## src/hw/rtl/input_axis_button_conditioner_assert.svh

```systemverilog
// Assertion macros shared by the input axis and button conditioner modules.
// Needs nothing else; each macro checks one implication on the rising clock edge.
`ifndef INPUT_AXIS_BUTTON_CONDITIONER_ASSERT_SVH
`define INPUT_AXIS_BUTTON_CONDITIONER_ASSERT_SVH

// Same-cycle implication, disabled while reset is high.
`define IABC_ASSERT_IMP(label, clk, rst, ante, cons, msg) \
   label: assert property (@(posedge clk) disable iff (rst) (ante) |-> (cons)) \
      else $error(msg);

// Next-cycle implication, disabled while reset is high.
`define IABC_ASSERT_NEXT(label, clk, rst, ante, cons, msg) \
   label: assert property (@(posedge clk) disable iff (rst) (ante) |=> (cons)) \
      else $error(msg);

`endif

```

## src/hw/rtl/iabc_pkg.sv

```systemverilog
// Shared types, widths and constants of the input axis and button conditioner.
// Used by the controller, the datapath and the top level; depends on nothing.
package iabc_pkg;

   // Fixed field widths.
   localparam int SAMPLE_BITS   = 16;
   localparam int FRAC_BITS     = SAMPLE_BITS - 1;
   localparam int TIME_BITS     = 32;
   localparam int ACTION_BITS   = 3;
   localparam int INDEX_BITS    = 4;
   localparam int RESULT_BITS   = 24;

   // Default storage sizes handed to the top-level parameters.
   localparam int BUTTON_COUNT_DEF = 16;
   localparam int AXIS_COUNT_DEF   = 8;

   // Configuration port and register widths.
   localparam int CSR_INDEX_BITS = 3;
   localparam int CSR_DATA_BITS  = 16;
   localparam int SRC_BITS       = 4;
   localparam int MODE_BITS      = 2;
   localparam int DZ_BITS        = 15;
   localparam int SENS_BITS      = 16;
   localparam int BTN_SEL_BITS   = 5;

   localparam logic [CSR_INDEX_BITS-1:0] CSR_AXIS_SOURCE     = 3'd0;
   localparam logic [CSR_INDEX_BITS-1:0] CSR_AXIS_INVERTED   = 3'd1;
   localparam logic [CSR_INDEX_BITS-1:0] CSR_AXIS_RANGE_MODE = 3'd2;
   localparam logic [CSR_INDEX_BITS-1:0] CSR_DEAD_ZONE       = 3'd3;
   localparam logic [CSR_INDEX_BITS-1:0] CSR_SENSITIVITY     = 3'd4;
   localparam logic [CSR_INDEX_BITS-1:0] CSR_POSITIVE_BUTTON = 3'd5;
   localparam logic [CSR_INDEX_BITS-1:0] CSR_NEGATIVE_BUTTON = 3'd6;

   localparam logic [SRC_BITS-1:0]     AXIS_SOURCE_RST = 4'd8;
   localparam logic [SENS_BITS-1:0]    SENSITIVITY_RST = 16'd256;
   localparam logic [BTN_SEL_BITS-1:0] BUTTON_SEL_RST  = 5'd16;

   localparam logic [MODE_BITS-1:0] RANGE_FULL     = 2'd0;
   localparam logic [MODE_BITS-1:0] RANGE_FORWARD  = 2'd1;
   localparam logic [MODE_BITS-1:0] RANGE_BACKWARD = 2'd2;

   // Conditioning arithmetic, Q.24 internally.
   localparam int X_BITS      = 26;
   localparam int MAG_BITS    = 25;
   localparam int DZQ_BITS    = 24;
   localparam int DZ_SHIFT    = DZQ_BITS - DZ_BITS;
   localparam int FULL_SHIFT  = 24 - FRAC_BITS;
   localparam int HALF_SHIFT  = 23 - FRAC_BITS;
   localparam int PROD_BITS   = MAG_BITS + SENS_BITS;
   localparam int GAIN_SHIFT  = 7;
   localparam int NUM_BITS    = PROD_BITS + GAIN_SHIFT;
   localparam int DIV_STEPS   = RESULT_BITS;
   localparam int CNT_BITS    = $clog2(DIV_STEPS);

   localparam logic signed [X_BITS-1:0] HALF_Q24 = 26'sh0800000;
   localparam logic [MAG_BITS-1:0]      ONE_Q24  = 25'h1000000;

   localparam logic [RESULT_BITS-1:0] SAT_MAX      = 24'h7FFFFF;
   localparam logic [RESULT_BITS-1:0] SAT_MIN      = 24'h800000;
   localparam logic [RESULT_BITS-1:0] PLUS_ONE_Q15 = 24'h008000;
   localparam logic [RESULT_BITS-1:0] MINUS_ONE_Q15 = 24'hFF8000;

   typedef enum logic [ACTION_BITS-1:0] {
      ACT_UPDATE_BUTTON = 3'd0,
      ACT_UPDATE_AXIS   = 3'd1,
      ACT_END_FRAME     = 3'd2,
      ACT_QUERY_BUTTON  = 3'd3,
      ACT_QUERY_AXIS    = 3'd4
   } action_type;

   typedef enum logic [2:0] {
      ST_IDLE,
      ST_EXEC,
      ST_AXIS_READ,
      ST_MULTIPLY,
      ST_DIV_CHECK,
      ST_DIVIDE,
      ST_FINISH
   } state_type;

   typedef struct packed {
      logic latch_req;
      logic wr_button;
      logic wr_axis;
      logic end_frame;
      logic rsp_button;
      logic rsp_unbound;
      logic rd_negative;
      logic load_axis;
      logic multiply;
      logic div_init;
      logic div_step;
      logic rsp_axis;
   } cmd_type;

   typedef struct packed {
      action_type act;
      logic       axis_bound;
   } stat_type;

endpackage

```

## src/hw/rtl/iabc_ram.sv

```systemverilog
// Generic single-write, single-read RAM with a registered read port.
// Used by the datapath for the stamp and axis sample stores; no dependencies.
module iabc_ram #(
   parameter int WIDTH = 32,
   parameter int DEPTH = 16
) (
   input  logic                                     clock,
   input  logic                                     we,
   input  logic [((DEPTH > 1) ? $clog2(DEPTH) : 1)-1:0] waddr,
   input  logic [WIDTH-1:0]                         wdata,
   input  logic [((DEPTH > 1) ? $clog2(DEPTH) : 1)-1:0] raddr,
   output logic [WIDTH-1:0]                         rdata
);

   logic [WIDTH-1:0] mem_ff [DEPTH];
   logic [WIDTH-1:0] rdata_ff;

   always_ff @(posedge clock) begin
      if (we) begin
         mem_ff[waddr] <= wdata;
      end
      rdata_ff <= mem_ff[raddr];
   end

   assign rdata = rdata_ff;

endmodule

```

## src/hw/rtl/iabc_ctrl.sv

```systemverilog
// Controller state machine of the conditioner: sequences requests and the divider.
// Depends on iabc_pkg and the assertion macro header.
`include "input_axis_button_conditioner_assert.svh"

module iabc_ctrl (
   input  logic               clock,
   input  logic               reset,
   input  logic               start,
   input  iabc_pkg::stat_type stat,
   output logic               busy,
   output iabc_pkg::cmd_type  cmd
);

   iabc_pkg::state_type state_ff, state_in;
   logic [iabc_pkg::CNT_BITS-1:0] cnt_ff, cnt_in;

   always_ff @(posedge clock) begin
      if (reset) begin
         state_ff <= iabc_pkg::ST_IDLE;
         cnt_ff   <= '0;
      end else begin
         state_ff <= state_in;
         cnt_ff   <= cnt_in;
      end
   end

   always_comb begin
      state_in = state_ff;
      case (state_ff)
         iabc_pkg::ST_IDLE: begin
            if (start) begin
               state_in = iabc_pkg::ST_EXEC;
            end
         end
         iabc_pkg::ST_EXEC: begin
            if (stat.act == iabc_pkg::ACT_QUERY_AXIS && stat.axis_bound) begin
               state_in = iabc_pkg::ST_AXIS_READ;
            end else begin
               state_in = iabc_pkg::ST_IDLE;
            end
         end
         iabc_pkg::ST_AXIS_READ: state_in = iabc_pkg::ST_MULTIPLY;
         iabc_pkg::ST_MULTIPLY:  state_in = iabc_pkg::ST_DIV_CHECK;
         iabc_pkg::ST_DIV_CHECK: state_in = iabc_pkg::ST_DIVIDE;
         iabc_pkg::ST_DIVIDE: begin
            if (cnt_ff == iabc_pkg::CNT_BITS'(iabc_pkg::DIV_STEPS - 1)) begin
               state_in = iabc_pkg::ST_FINISH;
            end
         end
         iabc_pkg::ST_FINISH: state_in = iabc_pkg::ST_IDLE;
         default:             state_in = iabc_pkg::ST_IDLE;
      endcase
   end

   always_comb begin
      cnt_in = cnt_ff;
      if (state_ff == iabc_pkg::ST_DIV_CHECK) begin
         cnt_in = '0;
      end else if (state_ff == iabc_pkg::ST_DIVIDE) begin
         cnt_in = cnt_ff + 1'b1;
      end
   end

   always_comb begin
      cmd  = '0;
      busy = 1'b1;
      case (state_ff)
         iabc_pkg::ST_IDLE: begin
            busy          = 1'b0;
            cmd.latch_req = start;
         end
         iabc_pkg::ST_EXEC: begin
            case (stat.act)
               iabc_pkg::ACT_UPDATE_BUTTON: cmd.wr_button  = 1'b1;
               iabc_pkg::ACT_UPDATE_AXIS:   cmd.wr_axis    = 1'b1;
               iabc_pkg::ACT_END_FRAME:     cmd.end_frame  = 1'b1;
               iabc_pkg::ACT_QUERY_BUTTON:  cmd.rsp_button = 1'b1;
               iabc_pkg::ACT_QUERY_AXIS:    cmd.rsp_unbound = ~stat.axis_bound;
               default: ;
            endcase
         end
         iabc_pkg::ST_AXIS_READ: begin
            cmd.load_axis   = 1'b1;
            cmd.rd_negative = 1'b1;
         end
         iabc_pkg::ST_MULTIPLY:  cmd.multiply = 1'b1;
         iabc_pkg::ST_DIV_CHECK: cmd.div_init = 1'b1;
         iabc_pkg::ST_DIVIDE:    cmd.div_step = 1'b1;
         iabc_pkg::ST_FINISH:    cmd.rsp_axis = 1'b1;
         default: ;
      endcase
   end

   `IABC_ASSERT_NEXT(a_accept_goes_busy, clock, reset, start && !busy, busy,
      "accepted request did not make the block busy")
   `IABC_ASSERT_IMP(a_one_response, clock, reset, 1'b1,
      $onehot0({cmd.rsp_button, cmd.rsp_unbound, cmd.rsp_axis}),
      "more than one response issued in a cycle")
   `IABC_ASSERT_IMP(a_div_count, clock, reset, state_ff == iabc_pkg::ST_DIVIDE,
      cnt_ff < iabc_pkg::CNT_BITS'(iabc_pkg::DIV_STEPS), "divider ran past its last step")

endmodule

```

## src/hw/rtl/iabc_dp.sv

```systemverilog
// Datapath of the conditioner: configuration, button and axis stores, conditioning math.
// Depends on iabc_pkg, iabc_ram and the assertion macro header.
`include "input_axis_button_conditioner_assert.svh"

module iabc_dp #(
   parameter int BUTTON_COUNT = iabc_pkg::BUTTON_COUNT_DEF,
   parameter int AXIS_COUNT   = iabc_pkg::AXIS_COUNT_DEF
) (
   input  logic                                     clock,
   input  logic                                     reset,
   input  logic [iabc_pkg::ACTION_BITS-1:0]         req_action,
   input  logic [iabc_pkg::INDEX_BITS-1:0]          req_index,
   input  logic                                     req_button_level,
   input  logic signed [iabc_pkg::SAMPLE_BITS-1:0]  req_axis_sample,
   input  logic [iabc_pkg::TIME_BITS-1:0]           req_event_time,
   input  logic                                     csr_we,
   input  logic [iabc_pkg::CSR_INDEX_BITS-1:0]      csr_index,
   input  logic [iabc_pkg::CSR_DATA_BITS-1:0]       csr_data,
   input  iabc_pkg::cmd_type                        cmd,
   output iabc_pkg::stat_type                       stat,
   output logic                                     rsp_valid,
   output logic                                     rsp_is_axis_answer,
   output logic                                     rsp_button_down,
   output logic                                     rsp_button_pressed,
   output logic signed [iabc_pkg::RESULT_BITS-1:0]  rsp_axis_result,
   output logic [iabc_pkg::TIME_BITS-1:0]           rsp_result_time
);

   localparam int BIW = (BUTTON_COUNT > 1) ? $clog2(BUTTON_COUNT) : 1;
   localparam int AIW = (AXIS_COUNT > 1) ? $clog2(AXIS_COUNT) : 1;
   localparam int AXW = iabc_pkg::SAMPLE_BITS + iabc_pkg::TIME_BITS;
   localparam int SB  = iabc_pkg::SAMPLE_BITS;
   localparam int TB  = iabc_pkg::TIME_BITS;
   localparam int RB  = iabc_pkg::RESULT_BITS;

   // Configuration registers.
   logic [iabc_pkg::SRC_BITS-1:0]     axis_source_ff, axis_source_in;
   logic                              axis_inverted_ff, axis_inverted_in;
   logic [iabc_pkg::MODE_BITS-1:0]    axis_range_mode_ff, axis_range_mode_in;
   logic [iabc_pkg::DZ_BITS-1:0]      dead_zone_ff, dead_zone_in;
   logic [iabc_pkg::SENS_BITS-1:0]    sensitivity_ff, sensitivity_in;
   logic [iabc_pkg::BTN_SEL_BITS-1:0] positive_button_ff, positive_button_in;
   logic [iabc_pkg::BTN_SEL_BITS-1:0] negative_button_ff, negative_button_in;

   always_comb begin
      axis_source_in     = axis_source_ff;
      axis_inverted_in   = axis_inverted_ff;
      axis_range_mode_in = axis_range_mode_ff;
      dead_zone_in       = dead_zone_ff;
      sensitivity_in     = sensitivity_ff;
      positive_button_in = positive_button_ff;
      negative_button_in = negative_button_ff;
      if (csr_we) begin
         case (csr_index)
            iabc_pkg::CSR_AXIS_SOURCE:     axis_source_in = csr_data[iabc_pkg::SRC_BITS-1:0];
            iabc_pkg::CSR_AXIS_INVERTED:   axis_inverted_in = csr_data[0];
            iabc_pkg::CSR_AXIS_RANGE_MODE:
               axis_range_mode_in = csr_data[iabc_pkg::MODE_BITS-1:0];
            iabc_pkg::CSR_DEAD_ZONE:       dead_zone_in = csr_data[iabc_pkg::DZ_BITS-1:0];
            iabc_pkg::CSR_SENSITIVITY:     sensitivity_in = csr_data[iabc_pkg::SENS_BITS-1:0];
            iabc_pkg::CSR_POSITIVE_BUTTON:
               positive_button_in = csr_data[iabc_pkg::BTN_SEL_BITS-1:0];
            iabc_pkg::CSR_NEGATIVE_BUTTON:
               negative_button_in = csr_data[iabc_pkg::BTN_SEL_BITS-1:0];
            default: ;
         endcase
      end
   end

   always_ff @(posedge clock) begin
      if (reset) begin
         axis_source_ff     <= iabc_pkg::AXIS_SOURCE_RST;
         axis_inverted_ff   <= 1'b0;
         axis_range_mode_ff <= iabc_pkg::RANGE_FULL;
         dead_zone_ff       <= '0;
         sensitivity_ff     <= iabc_pkg::SENSITIVITY_RST;
         positive_button_ff <= iabc_pkg::BUTTON_SEL_RST;
         negative_button_ff <= iabc_pkg::BUTTON_SEL_RST;
      end else begin
         axis_source_ff     <= axis_source_in;
         axis_inverted_ff   <= axis_inverted_in;
         axis_range_mode_ff <= axis_range_mode_in;
         dead_zone_ff       <= dead_zone_in;
         sensitivity_ff     <= sensitivity_in;
         positive_button_ff <= positive_button_in;
         negative_button_ff <= negative_button_in;
      end
   end

   // Latched request.
   logic [iabc_pkg::ACTION_BITS-1:0] req_action_ff;
   logic [iabc_pkg::INDEX_BITS-1:0]  req_index_ff;
   logic                             req_level_ff;
   logic [SB-1:0]                    req_sample_ff;
   logic [TB-1:0]                    req_time_ff;

   always_ff @(posedge clock) begin
      if (cmd.latch_req) begin
         req_action_ff <= req_action;
         req_index_ff  <= req_index;
         req_level_ff  <= req_button_level;
         req_sample_ff <= req_axis_sample;
         req_time_ff   <= req_event_time;
      end
   end

   // Index decoding.
   logic           idx_button_ok, idx_axis_ok, axis_bound, pos_ok, neg_ok;
   logic [BIW-1:0] idx_button, pos_idx, neg_idx;
   logic [AIW-1:0] idx_axis, src_idx;

   assign idx_button_ok = 32'(req_index_ff) < BUTTON_COUNT;
   assign idx_axis_ok   = 32'(req_index_ff) < AXIS_COUNT;
   assign axis_bound    = 32'(axis_source_ff) < AXIS_COUNT;
   assign pos_ok        = 32'(positive_button_ff) < BUTTON_COUNT;
   assign neg_ok        = 32'(negative_button_ff) < BUTTON_COUNT;
   assign idx_button    = BIW'(32'(req_index_ff));
   assign idx_axis      = AIW'(32'(req_index_ff));
   assign src_idx       = AIW'(32'(axis_source_ff));
   assign pos_idx       = BIW'(32'(positive_button_ff));
   assign neg_idx       = BIW'(32'(negative_button_ff));

   assign stat.act        = iabc_pkg::action_type'(req_action_ff);
   assign stat.axis_bound = axis_bound;

   // Button levels and axis valid flags.
   logic [BUTTON_COUNT-1:0] button_now_ff, button_now_in;
   logic [BUTTON_COUNT-1:0] button_before_ff, button_before_in;
   logic [AXIS_COUNT-1:0]   axis_valid_ff, axis_valid_in;
   logic                    btn_we, axis_we;

   assign btn_we  = cmd.wr_button & idx_button_ok;
   assign axis_we = cmd.wr_axis & idx_axis_ok;

   always_comb begin
      button_now_in    = button_now_ff;
      button_before_in = button_before_ff;
      axis_valid_in    = axis_valid_ff;
      if (btn_we) begin
         button_now_in[idx_button] = req_level_ff;
      end
      if (cmd.end_frame) begin
         button_before_in = button_now_ff;
      end
      if (axis_we) begin
         axis_valid_in[idx_axis] = 1'b1;
      end
   end

   always_ff @(posedge clock) begin
      if (reset) begin
         button_now_ff    <= '0;
         button_before_ff <= '0;
         axis_valid_ff    <= '0;
      end else begin
         button_now_ff    <= button_now_in;
         button_before_ff <= button_before_in;
         axis_valid_ff    <= axis_valid_in;
      end
   end

   // Stamp and sample stores.
   logic [TB-1:0]  stamp_rdata;
   logic [AXW-1:0] axis_rdata;
   logic [BIW-1:0] stamp_raddr;

   assign stamp_raddr = cmd.rd_negative ? neg_idx : pos_idx;

   iabc_ram #(
      .WIDTH (TB),
      .DEPTH (BUTTON_COUNT)
   ) u_stamp_ram (
      .clock (clock),
      .we    (btn_we),
      .waddr (idx_button),
      .wdata (req_time_ff),
      .raddr (stamp_raddr),
      .rdata (stamp_rdata)
   );

   iabc_ram #(
      .WIDTH (AXW),
      .DEPTH (AXIS_COUNT)
   ) u_axis_ram (
      .clock (clock),
      .we    (axis_we),
      .waddr (idx_axis),
      .wdata ({req_sample_ff, req_time_ff}),
      .raddr (src_idx),
      .rdata (axis_rdata)
   );

   // Map the sample to Q.24 and split it into sign and magnitude.
   logic                               src_valid;
   logic [SB-1:0]                      sample_raw;
   logic [TB-1:0]                      axis_time_raw;
   logic signed [SB:0]                 s_ext, s_inv;
   logic signed [iabc_pkg::X_BITS-1:0] s_wide, x_val, x_abs;
   logic [iabc_pkg::MAG_BITS-1:0]      mag_in;

   assign src_valid     = axis_valid_ff[src_idx];
   assign sample_raw    = src_valid ? axis_rdata[AXW-1:TB] : '0;
   assign axis_time_raw = src_valid ? axis_rdata[TB-1:0] : '0;

   always_comb begin
      s_ext  = {sample_raw[SB-1], sample_raw};
      s_inv  = axis_inverted_ff ? -s_ext : s_ext;
      s_wide = {{(iabc_pkg::X_BITS - SB - 1){s_inv[SB]}}, s_inv};
      case (axis_range_mode_ff)
         iabc_pkg::RANGE_FORWARD:
            x_val = (s_wide <<< iabc_pkg::HALF_SHIFT) + iabc_pkg::HALF_Q24;
         iabc_pkg::RANGE_BACKWARD:
            x_val = (s_wide <<< iabc_pkg::HALF_SHIFT) - iabc_pkg::HALF_Q24;
         default:
            x_val = s_wide <<< iabc_pkg::FULL_SHIFT;
      endcase
      x_abs  = x_val[iabc_pkg::X_BITS-1] ? -x_val : x_val;
      mag_in = x_abs[iabc_pkg::MAG_BITS-1:0];
   end

   // Conditioning registers.
   logic [iabc_pkg::MAG_BITS-1:0]  mag_ff;
   logic                           neg_ff;
   logic [TB-1:0]                  axis_time_ff, pos_time_ff, neg_time_ff;
   logic [iabc_pkg::PROD_BITS-1:0] prod_ff;
   logic                           zero_ff, big_ff;
   logic [iabc_pkg::NUM_BITS-1:0]  rem_ff, dvs_ff;
   logic [RB-1:0]                  quo_ff;

   logic [iabc_pkg::DZQ_BITS-1:0]  dzq;
   logic [iabc_pkg::MAG_BITS-1:0]  den, diff;
   logic [iabc_pkg::NUM_BITS-1:0]  num;
   logic                           rem_ge;

   assign dzq    = {dead_zone_ff, {iabc_pkg::DZ_SHIFT{1'b0}}};
   assign den    = iabc_pkg::ONE_Q24 - {1'b0, dzq};
   assign diff   = mag_ff - {1'b0, dzq};
   assign num    = {prod_ff, {iabc_pkg::GAIN_SHIFT{1'b0}}};
   assign rem_ge = rem_ff >= dvs_ff;

   always_ff @(posedge clock) begin
      if (cmd.load_axis) begin
         mag_ff       <= mag_in;
         neg_ff       <= x_val[iabc_pkg::X_BITS-1];
         axis_time_ff <= axis_time_raw;
         pos_time_ff  <= stamp_rdata;
      end
      if (cmd.multiply) begin
         neg_time_ff <= stamp_rdata;
         zero_ff     <= mag_ff <= {1'b0, dzq};
         prod_ff     <= iabc_pkg::PROD_BITS'(diff) * iabc_pkg::PROD_BITS'(sensitivity_ff);
      end
      // A quotient of 2^24 or more saturates; the divider then only needs 24 bits.
      if (cmd.div_init) begin
         big_ff <= {1'b0, num} >= {den, {RB{1'b0}}};
         rem_ff <= num;
         dvs_ff <= {den, {(iabc_pkg::NUM_BITS - iabc_pkg::MAG_BITS){1'b0}}};
         quo_ff <= '0;
      end
      if (cmd.div_step) begin
         if (rem_ge) begin
            rem_ff <= rem_ff - dvs_ff;
         end
         quo_ff <= {quo_ff[RB-2:0], rem_ge};
         dvs_ff <= dvs_ff >> 1;
      end
   end

   // Saturation and button override.
   logic [RB-1:0] cond_val, final_val;
   logic [TB-1:0] rt_axis, rt_pos, final_time;
   logic          pos_win, neg_win;

   always_comb begin
      if (zero_ff) begin
         cond_val = '0;
      end else if (neg_ff) begin
         cond_val = (big_ff || quo_ff > iabc_pkg::SAT_MIN) ? iabc_pkg::SAT_MIN
                                                          : (~quo_ff + 1'b1);
      end else begin
         cond_val = (big_ff || quo_ff[RB-1]) ? iabc_pkg::SAT_MAX : quo_ff;
      end
      rt_axis = axis_time_ff;
      pos_win = pos_ok && button_now_ff[pos_idx] && (pos_time_ff > rt_axis);
      rt_pos  = pos_win ? pos_time_ff : rt_axis;
      neg_win = neg_ok && button_now_ff[neg_idx] && (neg_time_ff > rt_pos);
      if (neg_win) begin
         final_val  = iabc_pkg::MINUS_ONE_Q15;
         final_time = neg_time_ff;
      end else if (pos_win) begin
         final_val  = iabc_pkg::PLUS_ONE_Q15;
         final_time = pos_time_ff;
      end else begin
         final_val  = cond_val;
         final_time = rt_axis;
      end
   end

   // Result registers.
   logic          rsp_valid_ff;
   logic          rsp_is_axis_ff, rsp_down_ff, rsp_pressed_ff;
   logic [RB-1:0] rsp_result_ff;
   logic [TB-1:0] rsp_time_ff;
   logic          q_down;

   assign q_down = idx_button_ok && button_now_ff[idx_button];

   always_ff @(posedge clock) begin
      if (reset) begin
         rsp_valid_ff <= 1'b0;
      end else begin
         rsp_valid_ff <= cmd.rsp_button | cmd.rsp_unbound | cmd.rsp_axis;
      end
   end

   always_ff @(posedge clock) begin
      if (cmd.rsp_button) begin
         rsp_is_axis_ff <= 1'b0;
         rsp_down_ff    <= q_down;
         rsp_pressed_ff <= q_down && !button_before_ff[idx_button];
         rsp_result_ff  <= '0;
         rsp_time_ff    <= '0;
      end else if (cmd.rsp_unbound) begin
         rsp_is_axis_ff <= 1'b1;
         rsp_down_ff    <= 1'b0;
         rsp_pressed_ff <= 1'b0;
         rsp_result_ff  <= '0;
         rsp_time_ff    <= '0;
      end else if (cmd.rsp_axis) begin
         rsp_is_axis_ff <= 1'b1;
         rsp_down_ff    <= 1'b0;
         rsp_pressed_ff <= 1'b0;
         rsp_result_ff  <= final_val;
         rsp_time_ff    <= final_time;
      end
   end

   assign rsp_valid          = rsp_valid_ff;
   assign rsp_is_axis_answer = rsp_is_axis_ff;
   assign rsp_button_down    = rsp_down_ff;
   assign rsp_button_pressed = rsp_pressed_ff;
   assign rsp_axis_result    = rsp_result_ff;
   assign rsp_result_time    = rsp_time_ff;

   `IABC_ASSERT_NEXT(a_strobe_single, clock, reset, rsp_valid_ff, !rsp_valid_ff,
      "result strobe held for more than one cycle")
   `IABC_ASSERT_IMP(a_pressed_needs_down, clock, reset, rsp_valid_ff && rsp_pressed_ff,
      rsp_down_ff, "button reported pressed but not held")
   `IABC_ASSERT_IMP(a_button_answer_clean, clock, reset, rsp_valid_ff && !rsp_is_axis_ff,
      rsp_result_ff == '0 && rsp_time_ff == '0, "button answer carries axis fields")

endmodule

```

## src/hw/rtl/input_axis_button_conditioner.sv

```systemverilog
// Top level of the input axis and button conditioner: controller plus datapath.
// Depends on iabc_pkg, iabc_ctrl, iabc_dp and iabc_ram.
//
// Usage. A request (req_action, req_index, req_button_level, req_axis_sample,
// req_event_time) is taken at a rising edge with start high and busy low.
// Updates and end-of-frame produce no result. A button query or an axis query
// produces one result on the rsp_ ports, marked by rsp_valid for exactly one
// cycle; the receiver cannot stall it and must take it then.
// A button query or unbound axis query is answered from the execute state, its
// result registered onto the rsp_ ports; updates and end-of-frame keep busy
// high only for the execute state. A bound axis query keeps busy high through
// decode, read, multiply, check, a 24-step one-bit-per-cycle restoring divider
// and finish, and its result appears in the cycle after; no new request is
// taken before that result, since the serial divider holds the block busy.
// Configuration goes through csr_valid/csr_ready with csr_index and csr_data;
// csr_ready is high while the block is idle.
// Reset (synchronous, active high) restores register defaults, clears all
// button levels and marks all stored axes empty, so they read as zero.
module input_axis_button_conditioner #(
   parameter int BUTTON_COUNT = iabc_pkg::BUTTON_COUNT_DEF,
   parameter int AXIS_COUNT   = iabc_pkg::AXIS_COUNT_DEF
) (
   input  logic                                    clock,
   input  logic                                    reset,
   input  logic                                    start,
   output logic                                    busy,
   input  logic [iabc_pkg::ACTION_BITS-1:0]        req_action,
   input  logic [iabc_pkg::INDEX_BITS-1:0]         req_index,
   input  logic                                    req_button_level,
   input  logic signed [iabc_pkg::SAMPLE_BITS-1:0] req_axis_sample,
   input  logic [iabc_pkg::TIME_BITS-1:0]          req_event_time,
   output logic                                    rsp_valid,
   output logic                                    rsp_is_axis_answer,
   output logic                                    rsp_button_down,
   output logic                                    rsp_button_pressed,
   output logic signed [iabc_pkg::RESULT_BITS-1:0] rsp_axis_result,
   output logic [iabc_pkg::TIME_BITS-1:0]          rsp_result_time,
   input  logic                                    csr_valid,
   output logic                                    csr_ready,
   input  logic [iabc_pkg::CSR_INDEX_BITS-1:0]     csr_index,
   input  logic [iabc_pkg::CSR_DATA_BITS-1:0]      csr_data
);

   iabc_pkg::cmd_type  cmd;
   iabc_pkg::stat_type stat;
   logic               csr_we;

   assign csr_ready = ~busy;
   assign csr_we    = csr_valid & csr_ready;

   iabc_ctrl u_ctrl (
      .clock (clock),
      .reset (reset),
      .start (start),
      .stat  (stat),
      .busy  (busy),
      .cmd   (cmd)
   );

   iabc_dp #(
      .BUTTON_COUNT (BUTTON_COUNT),
      .AXIS_COUNT   (AXIS_COUNT)
   ) u_dp (
      .clock              (clock),
      .reset              (reset),
      .req_action         (req_action),
      .req_index          (req_index),
      .req_button_level   (req_button_level),
      .req_axis_sample    (req_axis_sample),
      .req_event_time     (req_event_time),
      .csr_we             (csr_we),
      .csr_index          (csr_index),
      .csr_data           (csr_data),
      .cmd                (cmd),
      .stat               (stat),
      .rsp_valid          (rsp_valid),
      .rsp_is_axis_answer (rsp_is_axis_answer),
      .rsp_button_down    (rsp_button_down),
      .rsp_button_pressed (rsp_button_pressed),
      .rsp_axis_result    (rsp_axis_result),
      .rsp_result_time    (rsp_result_time)
   );

endmodule
```

## config.mk

```make
export PLATFORM = sky130hd
export DESIGN_NAME = input_axis_button_conditioner
export DESIGN_NICKNAME = d
export VERILOG_FILES = /design/src/hw/rtl/iabc_pkg.sv /design/src/hw/rtl/iabc_ram.sv /design/src/hw/rtl/iabc_ctrl.sv /design/src/hw/rtl/iabc_dp.sv /design/src/hw/rtl/input_axis_button_conditioner.sv
export VERILOG_INCLUDE_DIRS = /design/src /design/src/hw/rtl
export SDC_FILE = /design/constraint.sdc
export NUM_CORES = 2
export LEC_CHECK = 0
export BUFFER_PORTS_ARGS = -buffer_cell sky130_fd_sc_hd__buf_2
export CORE_ASPECT_RATIO = 1.25
export CORE_MARGIN = 10
export CORE_UTILIZATION = 40
export CTS_CLUSTER_DIAMETER = 40
export DETAILED_ROUTE_END_ITERATION = 10
export PLACE_DENSITY = 0.65
export SLEW_MARGIN = 20
export SYNTH_ARGS = -nofsm -noshare
export SYNTH_HDL_FRONTEND = slang
export SYNTH_SLANG_ARGS = --single-unit
```

## constraint.sdc

```tcl
create_clock -name clock -period 10.66 [get_ports clock]
set_input_delay 1.066 -clock clock [delete_from_list [all_inputs] [get_ports clock]]
set_output_delay 1.066 -clock clock [all_outputs]
set_load 0.01 [all_outputs]
```

==> reports/qor.yml <==
cts:
  post_cts_resized: 0
  clock_sinks: 1457
  postCtsSetupBuffers: 0
  cts.reportedPaths.clkPinSlew_ns: 0.06
  cts_root_buf: "clkbuf_16"
  h-tree-depth: 4
  clk_latency_ns: 0.82
  cts_tree: "yes"
  cts_hold_buf: 0
  cts_buffers: 185
  cts_buffer_depth: 3
sta:
  finalCriticalPeriod_ns: 9.53
  fmax_ghz: 0.105
  grt_setup_unrepaired: "false"
  worstMarginPinSlew_ns: 1.22
  skew_ns: 0.0555
  setup_viol: 0
  fin_setup_tns_ns: 0
  finalCritPeriodShare_pct: 89.4
  drv_slew: 0
  slew_headroom_pct: 19.0
  final-hold-violation-count: 0
logic_synthesis:
  synth_area_sq_um: 70100
  syn_nets: 6117
  synth_warnings: 0
  synth_ff_type: "edfxtp_1"
  synth_top_area_share_pct: 50.3
  ys_seq_elements: 1457
  yosys.area.top_type: "edfxtp_1"
  synth_edf_count: 1174
  avgSynthCellArea_sq_um: 12.6
  synth.area.top_cells: "edfxtp_1 (50%), dfxtp_1 (8.1%), fa_1 (6.1%)"
  synthArstFlopShare_pct: 0
  synth_cell_types: 84
  yosysSeqAreaShare_pct: 58.3
  postSynthCellCount: 5573
floorplanning:
  ioPinCount: 141
  die_x_um: 395
  rows: 171
  dieArea_sq_um: 193000
  die_h_um: 488
  coreArea_sq_um: 174000
  start_util_pct: 40.3
placement:
  place.gp.congestion: 0.898
  placed_area_sq_um: 73500
  dpl.hpwl_mm: 110
  io_buffers: 140
layout:
  drive_gt1_share_pct: 13.3
  most-common-layout-cells: "edfxtp_1 (1174), nand2_1 (697), inv_1 (374)"
  syn2layout_area_growth_pct: 14.2
  finalInstanceArea_sq_um: 80100
  finalNetCount: 6215
  layout_commonest_cell: "edfxtp_1"
min_path:
  min_from: "req_event_time[27]"
  holdPathStages: 1
  min_to: "u_dp.req_time_ff[27]"
  hp-class: "input port to flip-flop"
route:
  drc: 0
  wl_mm: 178
  drtIter0Drc: 3898
  vias_per_cell: 5.50
  vias: 44961
  wl_per_cell_um: 21.8
  postRouteAntennaNets: 0
  dr.pass1.iters: 6
setup_path:
  critPathKind: "flip-flop to flip-flop"
  reg2reg_setup_slack_ns: 1.13
  slowest_stage: "xnor2_1"
  end_kind: "flip-flop"
  cpPeakStageDelay_ns: 0.72
  critical_path.max_fanout: 10
  rr_startpoint: "u_dp.dead_zone_ff[0]"
  required_ns: 11.19
  r2r_cells: 32
  worst_path_most_repeated_cell: "fa_1"
  r2r-end: "u_dp.prod_ff[37]"
  start_kind: "flip-flop"
  arrival_ns: 10.06
status:
  status: "finished, final reports clean"
grt:
  grt_remaining_overflow: 0
  grt_start_max_net_pins: 217
  track_usage_pct: 18.0
  grt_pass1_wl_mm: 271
  grt_pass1_vias: 44646
  antenna_found_initial: 15
power:
  p_leak_uw: 0.0295
  vdd_ir_drop_max_v: 0.000137
  p_per_area_nw_per_um2: 166
flow_run:
  maxCapViolations: 0
==> area by class of cell <==
| class | instances | area [sq um] |
|---|---|---|
| Tap cell | 2335 | 2920 |
| Clock inverter | 122 | 1540 |
| Clock buffer | 229 | 4990 |
| Inverter | 375 | 1410 |
| Timing Repair Buffer | 218 | 1310 |
| Antenna cell | 1 | 2.50 |
| Multi-Input combinational cell | 3434 | 27000 |
| Fill cell | 15322 | 93900 |
| Sequential cell | 1457 | 40900 |
==> registers in the layout (all words and copies together), names as in the netlist, 8 cells and up <==
name,count
u_dp.sensitivity_ff,16
u_dp.rsp_result_time,32
u_dp.axis_time_ff,32
u_dp.button_before_ff,16
u_dp.quo_ff,24
u_dp.button_now_ff,16
u_dp.pos_time_ff,32
u_dp.u_stamp_ram.rdata,32
u_dp.axis_valid_ff,8
u_dp.rsp_axis_result,24
u_dp.req_sample_ff,16
u_dp.dead_zone_ff,15
u_dp.u_axis_ram.rdata,48
u_dp.rem_ff,48
u_dp.req_time_ff,32
u_dp.neg_time_ff,32
u_dp.u_stamp_ram.mem_ff,512
u_dp.u_axis_ram.mem_ff,384
u_dp.prod_ff,33
u_dp.dvs_ff,48
u_dp.mag_ff,17
==> stage by stage <==
| step | total power, uW | hold WS, ns | worst slack (ns) | util (%) | cells |
|---|---|---|---|---|---|
| global placement | 6940 | 0.408 | 1.48 | 42.3 | 7818 |
| floorplan | 6750 | 0.404 | 2.14 | - | 5573 |
| detailed placement | 6950 | 0.417 | 1.24 | 42.3 | 7818 |
| CTS | 13400 | 0.352 | 1.19 | 46.0 | 8169 |
| global route | 13700 | 0.372 | 0.598 | 46.0 | 8171 |
| finish | 13300 | 0.416 | 1.13 | 46.0 | 8171 |
==> logic make-up after synthesis <==
logic type | count (synthesis) | synth area share (%)
buffers and inverters | 682 | 3.66
AO/OA/AOI/OAI | 1034 | 9.84
adder cells (fa/ha/maj) | 465 | 10.6
multiplexers | 226 | 5.43
XOR/XNOR | 113 | 1.41
AND/OR/NAND/NOR | 1596 | 10.8
flip-flops | 1457 | 58.3
==> per-layer routing <==
metal / routed length, um / GRT usage, % / part of all wire, % / vias to the layer above
met5: 20 / 0 / 0.011 / -
met2: 84200 / 29.2 / 47 / 1569
met4: 4590 / 5.49 / 2.6 / 2
met3: 13200 / 3.75 / 7.4 / 284
met1: 75800 / 24.3 / 43 / 22605
li1: - / - / - / 20501
==> how the worst max path moves through the flow <==
stage	depth (start not counted)	endpoint	slack [ns]	startpoint
CTS	32	u_dp.prod_ff[37]	1.19	u_dp.dead_zone_ff[0]
floorplan	33	u_dp.prod_ff[37]	2.14	u_dp.dead_zone_ff[0]
global placement	31	u_dp.prod_ff[40]	1.48	u_dp.dead_zone_ff[0]
finish	32	u_dp.prod_ff[37]	1.13	u_dp.dead_zone_ff[0]
global route	31	u_dp.prod_ff[40]	0.60	u_dp.dead_zone_ff[0]
detailed placement	31	u_dp.prod_ff[40]	1.24	u_dp.dead_zone_ff[0]
==> worst max-delay path, delay by kind of cell, from the launching register on <==
family,cells,cell delay [ns]
AO/OA/AOI/OAI,13,2.65
buffers and inverters,3,0.16
adder cells (fa/ha/maj),9,4.08
XOR/XNOR,2,0.86
flip-flops,1,0.37
AND/OR/NAND/NOR,5,1.12
==> synth_stat cells, types with 65 or more instances <==
| cell type | count |
|---|---|
| edfxtp_1 | 1174 |
| nand2_1 | 697 |
| a311oi_1 | 73 |
| xnor2_1 | 66 |
| a211oi_1 | 180 |
| dfxtp_1 | 283 |
| ha_1 | 253 |
| clkbuf_1 | 284 |
| and2_1 | 257 |
| a21oi_1 | 257 |
| inv_1 | 374 |
| fa_1 | 212 |
| nand3_1 | 65 |
| o21ai_0 | 138 |
| a21o_1 | 69 |
| a31oi_1 | 111 |
| nor2_1 | 254 |
| mux4_2 | 117 |
| nor3_1 | 66 |
==> power by group <==
group          switching [uW]  internal [uW]  leakage (uW)
logic                     336            212        0.0134
registers                95.2           6200        0.0130
clock network            2570           3850       0.00313
total                    3000          10300        0.0295
Note: power is estimated with default switching activity, not from simulation.
